$ cat src/cas_pkg.sv
// Shared types and constants for the cave smoothing step block.
// Used by every module of the block but cas_ram; depends on nothing else.
package cas_pkg;

    localparam int MAX_WIDTH_DEF  = 128;
    localparam int MAX_HEIGHT_DEF = 64;

    localparam int CFG_W_BITS  = 8;
    localparam int CFG_H_BITS  = 7;
    localparam int LIMIT_BITS  = 4;
    localparam int COUNT_BITS  = 4;
    localparam int ROW_BITS    = 6;
    localparam int COL_BITS    = 7;

    localparam int APB_DATA_BITS  = 32;
    localparam int REG_ADDR_BITS  = 4;
    localparam int IN_TDATA_BITS  = 8;
    localparam int OUT_TDATA_BITS = 24;
    localparam int OUT_PAD_BITS   = OUT_TDATA_BITS - (1 + COUNT_BITS + ROW_BITS + COL_BITS);

    localparam int OQ_DEPTH     = 4;
    localparam int OQ_PTR_BITS  = $clog2(OQ_DEPTH);
    localparam int OQ_CNT_BITS  = $clog2(OQ_DEPTH + 1);

    localparam logic [CFG_W_BITS-1:0] RST_FRAME_WIDTH  = 8'd70;
    localparam logic [CFG_H_BITS-1:0] RST_FRAME_HEIGHT = 7'd30;
    localparam logic [LIMIT_BITS-1:0] RST_BIRTH_LIMIT  = 4'd4;
    localparam logic [LIMIT_BITS-1:0] RST_DEATH_LIMIT  = 4'd3;

    typedef enum logic [1:0] {
        REG_FRAME_WIDTH  = 2'd0,
        REG_FRAME_HEIGHT = 2'd1,
        REG_BIRTH_LIMIT  = 2'd2,
        REG_DEATH_LIMIT  = 2'd3
    } t_reg_idx;

    typedef struct packed {
        logic [LIMIT_BITS-1:0] birth;
        logic [LIMIT_BITS-1:0] death;
    } t_limits;

    // One column shift into the window, plus the position of the result it may produce.
    typedef struct packed {
        logic                shift;
        logic                emit;
        logic                start;
        logic                alive;
        logic                row_one;
        logic                col_one;
        logic                m_top;
        logic                m_bot;
        logic                m_left;
        logic                m_right;
        logic                last;
        logic [ROW_BITS-1:0] row;
        logic [COL_BITS-1:0] col;
    } t_shift_cmd;

    typedef struct packed {
        logic                  next_alive;
        logic [COUNT_BITS-1:0] count;
        logic [ROW_BITS-1:0]   row;
        logic [COL_BITS-1:0]   col;
        logic                  last;
    } t_result;

endpackage

$ cat src/cas_ram.sv
// Generic single-port-write, single-port-read RAM with a registered read.
// Stand-alone; no package needed.
module cas_ram #(
    parameter int WIDTH = 2,
    parameter int DEPTH = 128
) (
    input  logic                     i_clk,
    input  logic                     i_we,
    input  logic [$clog2(DEPTH)-1:0] i_waddr,
    input  logic [WIDTH-1:0]         i_wdata,
    input  logic [$clog2(DEPTH)-1:0] i_raddr,
    output logic [WIDTH-1:0]         o_rdata
);

    logic [WIDTH-1:0] r_mem [DEPTH];
    logic [WIDTH-1:0] r_rdata;

    always_ff @(posedge i_clk) begin
        if (i_we) begin
            r_mem[i_waddr] <= i_wdata;
        end
        r_rdata <= r_mem[i_raddr];
    end

    assign o_rdata = r_rdata;

endmodule

$ cat src/cas_ctrl.sv
// Frame sequencer: raster counters, result bookkeeping and line buffer addressing.
// Uses cas_pkg for the command struct and field widths.
module cas_ctrl #(
    parameter int MAX_WIDTH  = cas_pkg::MAX_WIDTH_DEF,
    parameter int MAX_HEIGHT = cas_pkg::MAX_HEIGHT_DEF
) (
    input  logic                            i_clk,
    input  logic                            i_rst_n,
    input  logic                            i_accept,
    input  logic                            i_req_type,
    input  logic                            i_cell_alive,
    input  logic [cas_pkg::CFG_W_BITS-1:0]  i_frame_width,
    input  logic [cas_pkg::CFG_H_BITS-1:0]  i_frame_height,
    output cas_pkg::t_shift_cmd             o_cmd,
    output logic [$clog2(MAX_WIDTH)-1:0]    o_addr
);
    import cas_pkg::*;

    localparam int AW = $clog2(MAX_WIDTH);
    localparam int WW = $clog2(MAX_WIDTH + 1);
    localparam int HW = $clog2(MAX_HEIGHT + 1);
    localparam int PW = $clog2(MAX_WIDTH + 3);

    logic          r_busy, n_busy;
    logic [WW-1:0] r_lat_w, n_lat_w;
    logic [HW-1:0] r_lat_h, n_lat_h;
    logic [AW-1:0] r_in_col, n_in_col;
    logic [HW-1:0] r_in_row, n_in_row;
    logic [PW-1:0] r_pend, n_pend;
    logic [AW-1:0] r_emit_col, n_emit_col;
    logic [HW-1:0] r_emit_row, n_emit_row;

    logic          start, active, filling, is_cell, is_drain, flushed, shift, emit;
    logic [WW-1:0] clamp_w, eff_w, col_inc, ecol_inc;
    logic [HW-1:0] clamp_h, eff_h, erow_next;
    logic [AW-1:0] in_col_c, ecol_c, next_col;
    logic [HW-1:0] in_row_c, erow_c;
    logic [PW-1:0] pend_c, pend_inc;
    logic          col_wrap, ecol_wrap;

    always_comb begin
        start  = !r_busy && !i_req_type;
        active = r_busy || start;

        if (i_frame_width == '0) begin
            clamp_w = WW'(1);
        end else if (int'(i_frame_width) > MAX_WIDTH) begin
            clamp_w = WW'(MAX_WIDTH);
        end else begin
            clamp_w = WW'(i_frame_width);
        end
        if (i_frame_height == '0) begin
            clamp_h = HW'(1);
        end else if (int'(i_frame_height) > MAX_HEIGHT) begin
            clamp_h = HW'(MAX_HEIGHT);
        end else begin
            clamp_h = HW'(i_frame_height);
        end

        eff_w    = start ? clamp_w : r_lat_w;
        eff_h    = start ? clamp_h : r_lat_h;
        in_col_c = start ? '0 : r_in_col;
        in_row_c = start ? '0 : r_in_row;
        pend_c   = start ? '0 : r_pend;
        ecol_c   = start ? '0 : r_emit_col;
        erow_c   = start ? '0 : r_emit_row;

        filling  = in_row_c < eff_h;
        is_cell  = active && filling && !i_req_type;
        is_drain = active && !filling && (pend_c != '0);
        flushed  = active && !filling && (pend_c == '0);
        shift    = is_cell || is_drain;
        pend_inc = pend_c + PW'(1);
        emit     = is_drain || (is_cell && (pend_inc > (PW'(eff_w) + PW'(1))));

        col_inc   = WW'(in_col_c) + WW'(1);
        col_wrap  = col_inc >= eff_w;
        next_col  = col_wrap ? '0 : AW'(col_inc);
        ecol_inc  = WW'(ecol_c) + WW'(1);
        ecol_wrap = ecol_inc >= eff_w;
        erow_next = ecol_wrap ? (erow_c + HW'(1)) : erow_c;

        n_busy     = r_busy;
        n_lat_w    = r_lat_w;
        n_lat_h    = r_lat_h;
        n_in_col   = r_in_col;
        n_in_row   = r_in_row;
        n_pend     = r_pend;
        n_emit_col = r_emit_col;
        n_emit_row = r_emit_row;

        if (i_accept && active) begin
            n_lat_w    = eff_w;
            n_lat_h    = eff_h;
            n_in_col   = shift ? next_col : in_col_c;
            n_in_row   = (is_cell && col_wrap) ? (in_row_c + HW'(1)) : in_row_c;
            n_pend     = pend_c + PW'(is_cell) - PW'(emit);
            n_emit_col = emit ? (ecol_wrap ? '0 : AW'(ecol_inc)) : ecol_c;
            n_emit_row = emit ? erow_next : erow_c;
            n_busy     = !flushed && !(emit && (erow_next >= eff_h));
        end

        o_cmd.shift   = i_accept && shift;
        o_cmd.emit    = i_accept && emit;
        o_cmd.start   = i_accept && start;
        o_cmd.alive   = i_cell_alive;
        o_cmd.row_one = eff_h == HW'(1);
        o_cmd.col_one = ecol_c == AW'(1);
        o_cmd.m_top   = erow_c == '0;
        o_cmd.m_bot   = erow_c == (eff_h - HW'(1));
        o_cmd.m_left  = ecol_c == '0;
        o_cmd.m_right = WW'(ecol_c) == (eff_w - WW'(1));
        o_cmd.last    = (erow_c == (eff_h - HW'(1))) && (WW'(ecol_c) == (eff_w - WW'(1)));
        o_cmd.row     = ROW_BITS'(erow_c);
        o_cmd.col     = COL_BITS'(ecol_c);

        // A one-row frame emits one beat early, so its drain reads one column ahead.
        o_addr = (is_drain && (eff_h == HW'(1))) ? next_col : in_col_c;
    end

    always_ff @(posedge i_clk) begin
        if (!i_rst_n) begin
            r_busy     <= 1'b0;
            r_lat_w    <= '0;
            r_lat_h    <= '0;
            r_in_col   <= '0;
            r_in_row   <= '0;
            r_pend     <= '0;
            r_emit_col <= '0;
            r_emit_row <= '0;
        end else begin
            r_busy     <= n_busy;
            r_lat_w    <= n_lat_w;
            r_lat_h    <= n_lat_h;
            r_in_col   <= n_in_col;
            r_in_row   <= n_in_row;
            r_pend     <= n_pend;
            r_emit_col <= n_emit_col;
            r_emit_row <= n_emit_row;
        end
    end

endmodule

$ cat src/cas_window.sv
// Window stage: line buffer read-modify-write with forwarding, 3x3 window,
// neighbour count and smoothing rule. Uses cas_pkg types.
module cas_window #(
    parameter int MAX_WIDTH = cas_pkg::MAX_WIDTH_DEF
) (
    input  logic                           i_clk,
    input  logic                           i_rst_n,
    input  cas_pkg::t_shift_cmd            i_cmd,
    input  logic [$clog2(MAX_WIDTH)-1:0]   i_addr,
    input  logic [1:0]                     i_rd_data,
    input  cas_pkg::t_limits               i_limits,
    output logic                           o_we,
    output logic [$clog2(MAX_WIDTH)-1:0]   o_waddr,
    output logic [1:0]                     o_wdata,
    output logic                           o_res_vld,
    output cas_pkg::t_result               o_res,
    output logic                           o_s1_emit
);
    import cas_pkg::*;

    localparam int AW = $clog2(MAX_WIDTH);

    t_shift_cmd      r_s1;
    logic [AW-1:0]   r_s1_addr;
    logic            r_fwd;
    logic [1:0]      r_fwd_data;
    logic [2:0]      r_win_m, r_win_n;
    logic            r_first;

    logic [1:0]            rd_eff, wdata;
    logic [2:0]            col_new, left, center, right, rowm, lv, rv;
    logic [7:0]            nb;
    logic [COUNT_BITS-1:0] cnt;

    always_comb begin
        rd_eff  = r_fwd ? r_fwd_data : i_rd_data;
        col_new = {rd_eff[1], rd_eff[0], r_s1.alive};
        wdata   = {rd_eff[0], r_s1.alive};

        left   = r_win_m;
        center = r_win_n;
        right  = col_new;
        if (r_s1.row_one && r_s1.m_left) begin
            center[1] = r_first;
        end
        if (r_s1.row_one && r_s1.col_one) begin
            left[1] = r_first;
        end

        rowm = {r_s1.m_top, 1'b0, r_s1.m_bot};
        lv   = left | {3{r_s1.m_left}} | rowm;
        rv   = right | {3{r_s1.m_right}} | rowm;
        nb   = {lv, rv, center[2] | r_s1.m_top, center[0] | r_s1.m_bot};

        cnt = '0;
        for (int i = 0; i < 8; i++) begin
            cnt = cnt + COUNT_BITS'(nb[i]);
        end

        o_res.next_alive = center[1] ? (cnt >= i_limits.death) : (cnt > i_limits.birth);
        o_res.count      = cnt;
        o_res.row        = r_s1.row;
        o_res.col        = r_s1.col;
        o_res.last       = r_s1.last;
    end

    assign o_we      = r_s1.shift;
    assign o_waddr   = r_s1_addr;
    assign o_wdata   = wdata;
    assign o_res_vld = r_s1.shift && r_s1.emit;
    assign o_s1_emit = r_s1.emit;

    always_ff @(posedge i_clk) begin
        if (!i_rst_n) begin
            r_s1    <= '0;
            r_fwd   <= 1'b0;
            r_win_m <= '0;
            r_win_n <= '0;
        end else begin
            r_s1  <= i_cmd;
            r_fwd <= i_cmd.shift && r_s1.shift && (i_addr == r_s1_addr);
            if (r_s1.shift) begin
                r_win_m <= r_win_n;
                r_win_n <= col_new;
            end
        end
    end

    always_ff @(posedge i_clk) begin
        r_s1_addr  <= i_addr;
        r_fwd_data <= wdata;
        if (r_s1.start) begin
            r_first <= r_s1.alive;
        end
    end

endmodule

$ cat src/cas_outq.sv
// Small result queue in front of the output stream.
// Uses cas_pkg for the result type and queue depth.
module cas_outq (
    input  logic                            i_clk,
    input  logic                            i_rst_n,
    input  logic                            i_push,
    input  cas_pkg::t_result                i_res,
    input  logic                            i_ready,
    output logic                            o_valid,
    output cas_pkg::t_result                o_res,
    output logic [cas_pkg::OQ_CNT_BITS-1:0] o_count
);
    import cas_pkg::*;

    t_result                r_mem [OQ_DEPTH];
    logic [OQ_PTR_BITS-1:0] r_wr, r_rd;
    logic [OQ_CNT_BITS-1:0] r_cnt;
    logic                   pop;

    assign o_valid = r_cnt != '0;
    assign pop     = o_valid && i_ready;
    assign o_res   = r_mem[r_rd];
    assign o_count = r_cnt;

    always_ff @(posedge i_clk) begin
        if (!i_rst_n) begin
            r_wr  <= '0;
            r_rd  <= '0;
            r_cnt <= '0;
        end else begin
            if (i_push) begin
                r_wr <= r_wr + OQ_PTR_BITS'(1);
            end
            if (pop) begin
                r_rd <= r_rd + OQ_PTR_BITS'(1);
            end
            r_cnt <= r_cnt + OQ_CNT_BITS'(i_push) - OQ_CNT_BITS'(pop);
        end
    end

    always_ff @(posedge i_clk) begin
        if (i_push) begin
            r_mem[r_wr] <= i_res;
        end
    end

endmodule

$ cat src/cave_automaton_smoothing_step.sv
// Top level of the cave smoothing step: register port, sequencer, line buffer RAM,
// window stage and result queue. Depends on cas_pkg and cas_* modules but cas_checker.
//
// Usage: cells of the old frame arrive on s_axis in raster order, one per beat, with
// tuser low; tuser high marks a drain beat. The frame size is taken from the registers
// when a frame's first cell arrives; the limits are used as they stand. The result for
// a cell leaves on m_axis when the beat one row and one cell later is accepted, or
// during the drain; tlast marks the frame's final cell. After the last cell, as many
// drain beats as results are still owed (frame width plus one at most) flush the frame.
// Drain beats that come while no result is owed are swallowed.
// A released result is registered in the window stage, then in the result queue.
// Throughput: one beat per cycle unless tready is low; the line buffer RAM is read and
// written once per beat, with forwarding when one column is hit on consecutive beats.
// Up to four results are held or in flight; when the receiver stalls and that many are
// held or in flight, s_axis_tready falls until a result is taken.
// Reset clears the frame state and the result queue and restores the register
// defaults; the line buffer contents are left as they are, and entries the current
// frame has not yet written reach only window positions masked as frame border.
module cave_automaton_smoothing_step #(
    parameter int MAX_WIDTH  = cas_pkg::MAX_WIDTH_DEF,
    parameter int MAX_HEIGHT = cas_pkg::MAX_HEIGHT_DEF
) (
    input  logic                                i_clk,
    input  logic                                i_rst_n,
    input  logic                                s_axis_tvalid,
    output logic                                s_axis_tready,
    input  logic [cas_pkg::IN_TDATA_BITS-1:0]   s_axis_tdata,  // [0] cell_alive
    input  logic                                s_axis_tuser,  // [0] req_type
    output logic                                m_axis_tvalid,
    input  logic                                m_axis_tready,
    // [0] next_alive, [4:1] neighbour_count, [10:5] out_row, [17:11] out_col
    output logic [cas_pkg::OUT_TDATA_BITS-1:0]  m_axis_tdata,
    output logic                                m_axis_tlast,  // frame_last
    input  logic                                psel,
    input  logic                                penable,
    input  logic                                pwrite,
    input  logic [cas_pkg::REG_ADDR_BITS-1:0]   paddr,
    input  logic [cas_pkg::APB_DATA_BITS-1:0]   pwdata,
    output logic [cas_pkg::APB_DATA_BITS-1:0]   prdata,
    output logic                                pready
);
    import cas_pkg::*;

    localparam int AW = $clog2(MAX_WIDTH);

    logic [CFG_W_BITS-1:0] r_frame_width;
    logic [CFG_H_BITS-1:0] r_frame_height;
    logic [LIMIT_BITS-1:0] r_birth_limit;
    logic [LIMIT_BITS-1:0] r_death_limit;

    t_reg_idx               reg_idx;
    logic                   cfg_wr;
    logic                   accept;
    t_shift_cmd             cmd;
    logic [AW-1:0]          rd_addr;
    logic [1:0]             rd_data;
    logic                   lb_we;
    logic [AW-1:0]          lb_waddr;
    logic [1:0]             lb_wdata;
    t_limits                limits;
    logic                   res_vld;
    t_result                res;
    t_result                oq_res;
    logic                   s1_emit;
    logic [OQ_CNT_BITS-1:0] oq_count;
    logic [OQ_CNT_BITS:0]   occ;

    assign pready  = 1'b1;
    assign reg_idx = t_reg_idx'(paddr[REG_ADDR_BITS-1:2]);
    assign cfg_wr  = psel && penable && pwrite && pready;

    always_ff @(posedge i_clk) begin
        if (!i_rst_n) begin
            r_frame_width  <= RST_FRAME_WIDTH;
            r_frame_height <= RST_FRAME_HEIGHT;
            r_birth_limit  <= RST_BIRTH_LIMIT;
            r_death_limit  <= RST_DEATH_LIMIT;
        end else if (cfg_wr) begin
            unique case (reg_idx)
                REG_FRAME_WIDTH:  r_frame_width  <= pwdata[CFG_W_BITS-1:0];
                REG_FRAME_HEIGHT: r_frame_height <= pwdata[CFG_H_BITS-1:0];
                REG_BIRTH_LIMIT:  r_birth_limit  <= pwdata[LIMIT_BITS-1:0];
                REG_DEATH_LIMIT:  r_death_limit  <= pwdata[LIMIT_BITS-1:0];
            endcase
        end
    end

    always_comb begin
        unique case (reg_idx)
            REG_FRAME_WIDTH:  prdata = APB_DATA_BITS'(r_frame_width);
            REG_FRAME_HEIGHT: prdata = APB_DATA_BITS'(r_frame_height);
            REG_BIRTH_LIMIT:  prdata = APB_DATA_BITS'(r_birth_limit);
            REG_DEATH_LIMIT:  prdata = APB_DATA_BITS'(r_death_limit);
        endcase
    end

    assign occ           = (OQ_CNT_BITS+1)'(oq_count) + (OQ_CNT_BITS+1)'(s1_emit);
    assign s_axis_tready = occ < (OQ_CNT_BITS+1)'(OQ_DEPTH);
    assign accept        = s_axis_tvalid && s_axis_tready;
    assign limits.birth  = r_birth_limit;
    assign limits.death  = r_death_limit;

    cas_ctrl #(
        .MAX_WIDTH  (MAX_WIDTH),
        .MAX_HEIGHT (MAX_HEIGHT)
    ) u_ctrl (
        .i_clk          (i_clk),
        .i_rst_n        (i_rst_n),
        .i_accept       (accept),
        .i_req_type     (s_axis_tuser),
        .i_cell_alive   (s_axis_tdata[0]),
        .i_frame_width  (r_frame_width),
        .i_frame_height (r_frame_height),
        .o_cmd          (cmd),
        .o_addr         (rd_addr)
    );

    cas_ram #(
        .WIDTH (2),
        .DEPTH (MAX_WIDTH)
    ) u_line_ram (
        .i_clk   (i_clk),
        .i_we    (lb_we),
        .i_waddr (lb_waddr),
        .i_wdata (lb_wdata),
        .i_raddr (rd_addr),
        .o_rdata (rd_data)
    );

    cas_window #(
        .MAX_WIDTH (MAX_WIDTH)
    ) u_window (
        .i_clk     (i_clk),
        .i_rst_n   (i_rst_n),
        .i_cmd     (cmd),
        .i_addr    (rd_addr),
        .i_rd_data (rd_data),
        .i_limits  (limits),
        .o_we      (lb_we),
        .o_waddr   (lb_waddr),
        .o_wdata   (lb_wdata),
        .o_res_vld (res_vld),
        .o_res     (res),
        .o_s1_emit (s1_emit)
    );

    cas_outq u_outq (
        .i_clk   (i_clk),
        .i_rst_n (i_rst_n),
        .i_push  (res_vld),
        .i_res   (res),
        .i_ready (m_axis_tready),
        .o_valid (m_axis_tvalid),
        .o_res   (oq_res),
        .o_count (oq_count)
    );

    assign m_axis_tdata = {{OUT_PAD_BITS{1'b0}}, oq_res.col, oq_res.row, oq_res.count,
                           oq_res.next_alive};
    assign m_axis_tlast = oq_res.last;

endmodule

$ cat config.mk
export PLATFORM = sky130hd
export DESIGN_NAME = cave_automaton_smoothing_step
export DESIGN_NICKNAME = d
export VERILOG_FILES = /design/src/cas_pkg.sv /design/src/cas_ram.sv /design/src/cas_ctrl.sv /design/src/cas_window.sv /design/src/cas_outq.sv /design/src/cave_automaton_smoothing_step.sv
export SDC_FILE = /design/constraint.sdc
export NUM_CORES = 1
export LEC_CHECK = 0
export ABC_AREA = 1
export BUFFER_PORTS_ARGS = -buffer_cell sky130_fd_sc_hd__buf_2
export CORE_AREA = 8 8 206 208
export CTS_CLUSTER_SIZE = 14
export DETAILED_ROUTE_END_ITERATION = 6
export DIE_AREA = 0 0 214 216
export PLACE_DENSITY = 0.82
export SYNTH_ARGS = -nofsm -noshare
export SYNTH_HDL_FRONTEND = slang
export SYNTH_HIERARCHICAL = 1
export SYNTH_SLANG_ARGS = --single-unit
$ cat constraint.sdc
create_clock -name i_clk -period 7.3 [get_ports i_clk]
set_clock_uncertainty 0.15 [all_clocks]
set_input_delay 0 -clock i_clk [delete_from_list [all_inputs] [get_ports i_clk]]
set_output_delay 0 -clock i_clk [all_outputs]
set_load 0.05 [all_outputs]
# Word-level counts from Yosys, hierarchy flattened
# Memories as Yosys holds them, arrays and structs flattened. A register that Yosys moved wholly into a read port is not among the register bits.
# Cells that the tools add are included.
# W data, S select, Z words.
[totals]
ff_bits = 123
ramBits = 332
inputBits = 52
out_inout_bits = 60
wordCells = 157
mem_count = 2
[memory_table]
columns = ["memory", "words", "word_bits", "read_ports", "rd_ports_with_merged_regs", "wr", "line", "source"]
rows = [
  ["u_line_ram.r_mem", 128, 2, 1, 1, 1, "cas_ram.sv:15", "logic [WIDTH-1:0] r_mem [DEPTH];"],
  ["u_outq.r_mem", 4, 19, 1, 1, 1, "cas_outq.sv:15", "t_result r_mem [OQ_DEPTH];"],
]
[op_classes]
add_sub_neg = 22
n_lt_le_gt_ge = 10
eq_ne = 8
n_mux = 30
bitwise = 6
n_reduce_logical = 45
[op_table]
columns = ["cell", "count"]
rows = [
  ["$pmux W32 S4", 1],
  ["$mux W7", 15],
  ["$mux W8", 4],
  ["$logic_and A1 B1 Y1", 25],
  ["$add A4 B1 Y4", 6],
  ["$logic_not A7 Y1", 3],
  ["$add A7 B1 Y8 const B", 2],
  ["$add A8 B1 Y8 const B", 2],
  ["$ge A8 B8 Y1", 2],
  ["$logic_not A8 Y1", 2],
  ["$add A7 B1 Y7 const B", 2],
  ["$eq A7 B1 Y1 const B", 2],
  ["$eq A7 B7 Y1", 2],
  ["$or A3 B3 Y3", 4],
  ["$add A8 B1 Y8", 1],
  ["$eq A7 B8 Y1", 1],
  ["$gt A8 B8 Y1", 1],
  ["$gt A8 B8 Y1 const B", 1],
  ["$reduce_and A2 Y1", 4],
  ["$reduce_bool A8 Y1", 1],
  ["$sub A8 B1 Y8", 1],
  ["$sub A8 B1 Y8 const B", 1],
  ["$ge A7 B7 Y1", 1],
  ["$gt A7 B7 Y1 const B", 1],
  ["19 further kinds", 36],
]

# Longest topological paths before layout
[depth]
ltp_word = 12
mapped_depth = 36
depth_no_buf = 35

# Modules after synthesis
# The synthesis kept the hierarchy.
[modules_own_cells]
columns = ["mod", "instances", "cells_per_inst", "area_each_um2"]
rows = [
  ["cas_ram", 1, 1041, 11095.6],
  ["cas_ctrl", 1, 827, 5626.6],
  ["cas_outq", 1, 244, 3311.9],
  ["cas_window", 1, 223, 1823.0],
  ["cave_automaton_smoothing_step", 1, 202, 1380.1],
]

# Least setup slack after synthesis
# Ideal clock, no wire load.
[synth_path]
path_kind = "register -> register"
start = "reg u_ctrl.r_busy"
end = "reg u_ctrl.r_pend[6]"
setup_ns = 0.116
arrival_time_ns = 4.543
t_required_ns = 7.034
path_slack_ns = 2.491
stages_incl_launch_ff = 32
synth_period_minus_slack_ns = 4.809
cell_sequence = "dfxtp_1 nor2_2 buf_6 or2_0 nand2_1 inv_1 ha_1 inv_1 nor3_1 nand3_1 xor2_1 ha_1 nand2_1 nor2_1 nand3_1 a21oi_1 nand4_4 nand2_4 buf_6 ha_1 inv_1 ha_1 inv_1 fa_1 o21ai_0 a21oi_1 nor2_1 nor2_1 a21oi_1 o21ai_0 o211ai_1 inv_1"
[synth_between]
elab_cells_between_ends = 22
cone_classes = "add/sub (4); order compare (2); mux (4); reduce/logical (12)"
[synth_lines]
columns = ["element", "line", "source"]
rows = [
  ["start: declaration", "cas_ctrl.sv:24", "logic r_busy, n_busy;"],
  ["start signal: assignment", "cas_ctrl.sv:132", "r_busy <= n_busy;"],
  ["$logic_not A1 Y1", "cas_ctrl.sv:42", "start = !r_busy && !i_req_type;"],
  ["$logic_and A1 B1 Y1", "cas_ctrl.sv:42", ""],
  ["$mux W8", "cas_ctrl.sv:60", "eff_w = start ? clamp_w : r_lat_w;"],
  ["named net u_ctrl.eff_w[0]", "cas_ctrl.sv:34", "logic [WW-1:0] clamp_w, eff_w, col_inc, ecol_inc;"],
  ["$add A8 B1 Y8", "cas_ctrl.sv:74", "emit = is_drain || (is_cell && (pend_inc > (PW'(eff_w) + PW'(1))));"],
  ["$gt A8 B8 Y1", "cas_ctrl.sv:74", ""],
  ["$logic_and A1 B1 Y1", "cas_ctrl.sv:74", ""],
  ["$logic_or A1 B1 Y1", "cas_ctrl.sv:74", ""],
  ["$sub A8 B1 Y8", "cas_ctrl.sv:97", "n_pend = pend_c + PW'(is_cell) - PW'(emit);"],
  ["end signal: assignment", "cas_ctrl.sv:137", "r_pend <= n_pend;"],
  ["end: declaration", "cas_ctrl.sv:29", "logic [PW-1:0] r_pend, n_pend;"],
]
# The timed path passes the listed nets, and every way through them passes these cells.
# A chain may end at the register's enable or synchronous reset.

# Worst setup path in the final report
[layout_path]
start = "reg u_ctrl.r_busy"
end = "reg u_line_ram.r_rdata[0] (netlist: u_line_ram/o_rdata[0]), read port of u_line_ram.r_mem"
[layout_between]
elab_chain_cells = 9
elab_cells_between_ends = 19
cone_classes = "add/sub (1); order compare (2); eq/ne (1); mux (7); reduce/logical (8)"
[layout_lines]
columns = ["element", "line", "source"]
rows = [
  ["branches (longest 8 deep; another with $add A7 B1 Y8)", "n/a", ""],
  ["$mux W7 *", "cas_ctrl.sv:118", "o_addr = (is_drain && (eff_h == HW'(1))) ? next_col : in_col_c;"],
  ["named net rd_addr[0]", "cave_automaton_smoothing_step.sv:55", "logic [AW-1:0] rd_addr;"],
  ["end: declaration", "cas_ram.sv:16", "logic [WIDTH-1:0] r_rdata;"],
]
# Mark *: on every way through the listed nets, which the timed path passes.

==> key figures <==
Clock network
  – Clock Path Buffers: 3
  – CTS tree: yes
  – CTS root buffer: clkbuf_16
  – Worst skew pair latency: 600 ps
  – Post-CTS setup buffer count: 0
  – Inserted Clock Buffers: 47
  – Post-CTS resize count: 0
  – Max H-tree Level: 2
  – Clock-pin slew on the worst setup and hold paths: 60 ps
  – # clock sinks: 459

Yosys
  – Mapped Area: 23200 sq um
  – #FFs+latches synth: 459
  – Synth top area share: 43.0%
  – Synth cell count leaders: nand2_1 (608), edfxtp_1 (333), nand3_1 (332)
  – Register area share after synthesis: 53.9%
  – FFs w/ async S/R, synth: 0%
  – Synth Area per Inst: 9.16 sq um
  – Synth Instances: 2537
  – Post-synthesis cell type count: 63
  – Post-synth EDFFs: 333
  – Most numerous cell in the Yosys netlist: nand2_1
  – Synth top area cells: edfxtp_1 (43%), dfxtp_1 (11%), nand2_1 (9.8%)
  – Synth warn: 6
  – Synth area leader: edfxtp_1
  – Synth Flop Type: edfxtp_1

Route
  – Detailed Routing Iterations Pass 1: 6
  – WL per Instance: 17.4 um
  – Vias/cell: 5.69
  – ANT nets after route: 0
  – Residual DRC: 0
  – Total Wirelength: 54600 um
  – DR vias: 17800
  – DRT iter0 DRCs: 1802

Timing
  – Final min period: 6340 ps
  – TNS Setup: 0 ps
  – Pins Over Slew Limit: 0
  – Final setup fails: 0
  – Highest clock rate: 158 MHz
  – Part of the cycle the worst path needs: 86.8%
  – Max-slew headroom: 14.6%
  – Final number of hold-violating endpoints: 0
  – RSZ-0062 raised after global routing: no
  – Hold slack: 154 ps
  – Final Worst Setup Slack: 964 ps
  – Tightest Pin Transition: 1280 ps

Layout
  – Nets: 2705
  – Filler Cell Count: 2887
  – Layout area overhead: 8.91%
  – Diodes inserted: 0
  – Final Cell Area: 25300 sq um
  – Share of layout cells above drive strength 1: 9.60%

Critical path
  – CP required: 7620 ps
  – CP endpoint kind: flip-flop
  – Crit-path max FO: 58
  – Worst setup path category: reg -> reg
  – Type of origin of the critical path: flip-flop
  – Critical Path AT: 6650 ps

Global routing
  – GR Util All Layers: 22.9%
  – Initial antenna violation count: 0
  – Largest net degree at the start of global routing: 130
  – Vias in the first global route: 17400
  – First-pass GRT wire length: 87400 um
  – Overflow after GRT: 0

Floorplan
  – Row cnt: 73
  – Initial Utilization: 59.3%
  – Core area: 39200 sq um
  – Die width: 214 um
  – Die area: 46200 sq um
  – IO Count: 112
  – Die outline height: 216 um

Placement
  – Placement Cell Area: 23300 sq um
  – Pre-CTS setup slack: 1040 ps
  – GP Congestion: 0.898
  – HPWL after DPL: 33400 um
  – Port Buf Inserts: 47

Power
  – Pwr Density: 291 nW/um^2
  – Worst vdd ir: 0.184 mV
  – LEAKAGE: 10.2 nW

Run
  – Max Cap Violations: 0

Min path
  – HP Class: in -> reg

Status
  – Outcome: finished, final reports clean
## worst paths after layout
path,start,to,slack (ps),cells past startpoint
max,u_ctrl/r_busy,u_line_ram/o_rdata[0],960,25
min,m_axis_tready,u_outq/r_rd[0],150,4
max reg2reg,u_ctrl/r_busy,u_line_ram/o_rdata[0],960,25
min reg2reg,u_window/r_s1[21],u_window/r_first,290,0
## sequential cells by signal, indices dropped and copies added (netlist names), 8 cells and up, named ones only
register          count
u_ctrl/r_pend         8
u_outq/r_mem         76
r_frame_width         8
u_ctrl/r_lat_w        8
u_line_ram/r_mem    256
u_window/o_res       14
## stage by stage
| stage | util [%] | total power (W) | cells |
|---|---|---|---|
| finish | 64.6 | 0.00737 | 3128 |
| floorplan | - | 0.00455 | 2566 |
| global route | 64.6 | 0.00772 | 3128 |
| detailed placement | 59.5 | 0.00496 | 2997 |
| CTS | 64.6 | 0.00738 | 3128 |
| global placement | 59.5 | 0.00488 | 2997 |
## final cells by class
cell class                 count  area [sq um]  share of cell area, %
inverter                     226           857                   3.39
multi-input combinational   1726          8950                   35.4
clock buffer                  59          1240                   4.90
timing repair buffer         104           771                   3.05
clock inverter                29           309                   1.22
tap                          525           657                   2.60
sequential                   459         12500                   49.5
## kinds of logic after synthesis
family          share of synthesized area, %
buf+inv                                 8.23
simple gates                            25.5
xor+xnor                                2.00
other cells                           0.0323
compound gates                          5.33
fa+ha+maj                               4.99
mux                                   0.0431
flops                                   53.9
## cells in the final DEF (no fill, tap or decap), types with 20 or more instances in the layout
cell type and n:
a21oi_1 72, buf_2 47, clkbuf_16 47, conb_1 31, dfxtp_1 125, dlygate4sd3_1 43, edfxtp_1 333, ha_1 83
inv_1 203, inv_2 20, nand2_1 608, nand3_1 332, nand4_1 21, nor2_1 288, o21ai_0 67, xor2_1 45
## report_power, final
group	leakage (nW)	switching [W]	internal, W	total, W
clock network	0.753	0.00101	0.00140	0.00240
registers	4.06	0.0000522	0.00300	0.00305
logic	5.41	0.00135	0.000560	0.00191
total	10.2	0.00241	0.00495	0.00737
## routing by layer
| layer | vias to the layer above | track usage (%) | part of all wire (%) | wire length [um] |
|---|---|---|---|---|
| li1 | 8426 | - | - | - |
| met1 | 8396 | 28.8 | 39 | 21200 |
| met2 | 852 | 38.7 | 49 | 26700 |
| met3 | 138 | 3.57 | 8.7 | 4730 |
| met4 | 0 | 10.3 | 3.5 | 1920 |
| met5 | - | 0 | 0 | 0 |
## timing repair
action	4_1_cts	5_1_grt
hold buffers	43	0
endpoints found under the setup margin	0	0
endpoints found under the hold margin	89	0
## critical path, cell delays in order, from the launching register on
cell      delay (ps)
dfxtp_1          350
nor2_2           440
buf_4            390
nand2_1          140
o21ai_2          270
inv_1            140
ha_1             300
a21oi_1          140
nor2_1            70
a211oi_2         490
nand2_4          170
nand3_4          220
nand2_1          140
o21ai_4          360
clkinv_2         940
buf_4            540
nand2_1          100
nand3_1           70
nand3_1          160
nand3_1          140
nand2_1          140
nand2_1           60
nand3_1           80
nand2_1           60
nand2_1           60
nand2_1           60
Note: power is estimated with default switching activity, not from simulation.
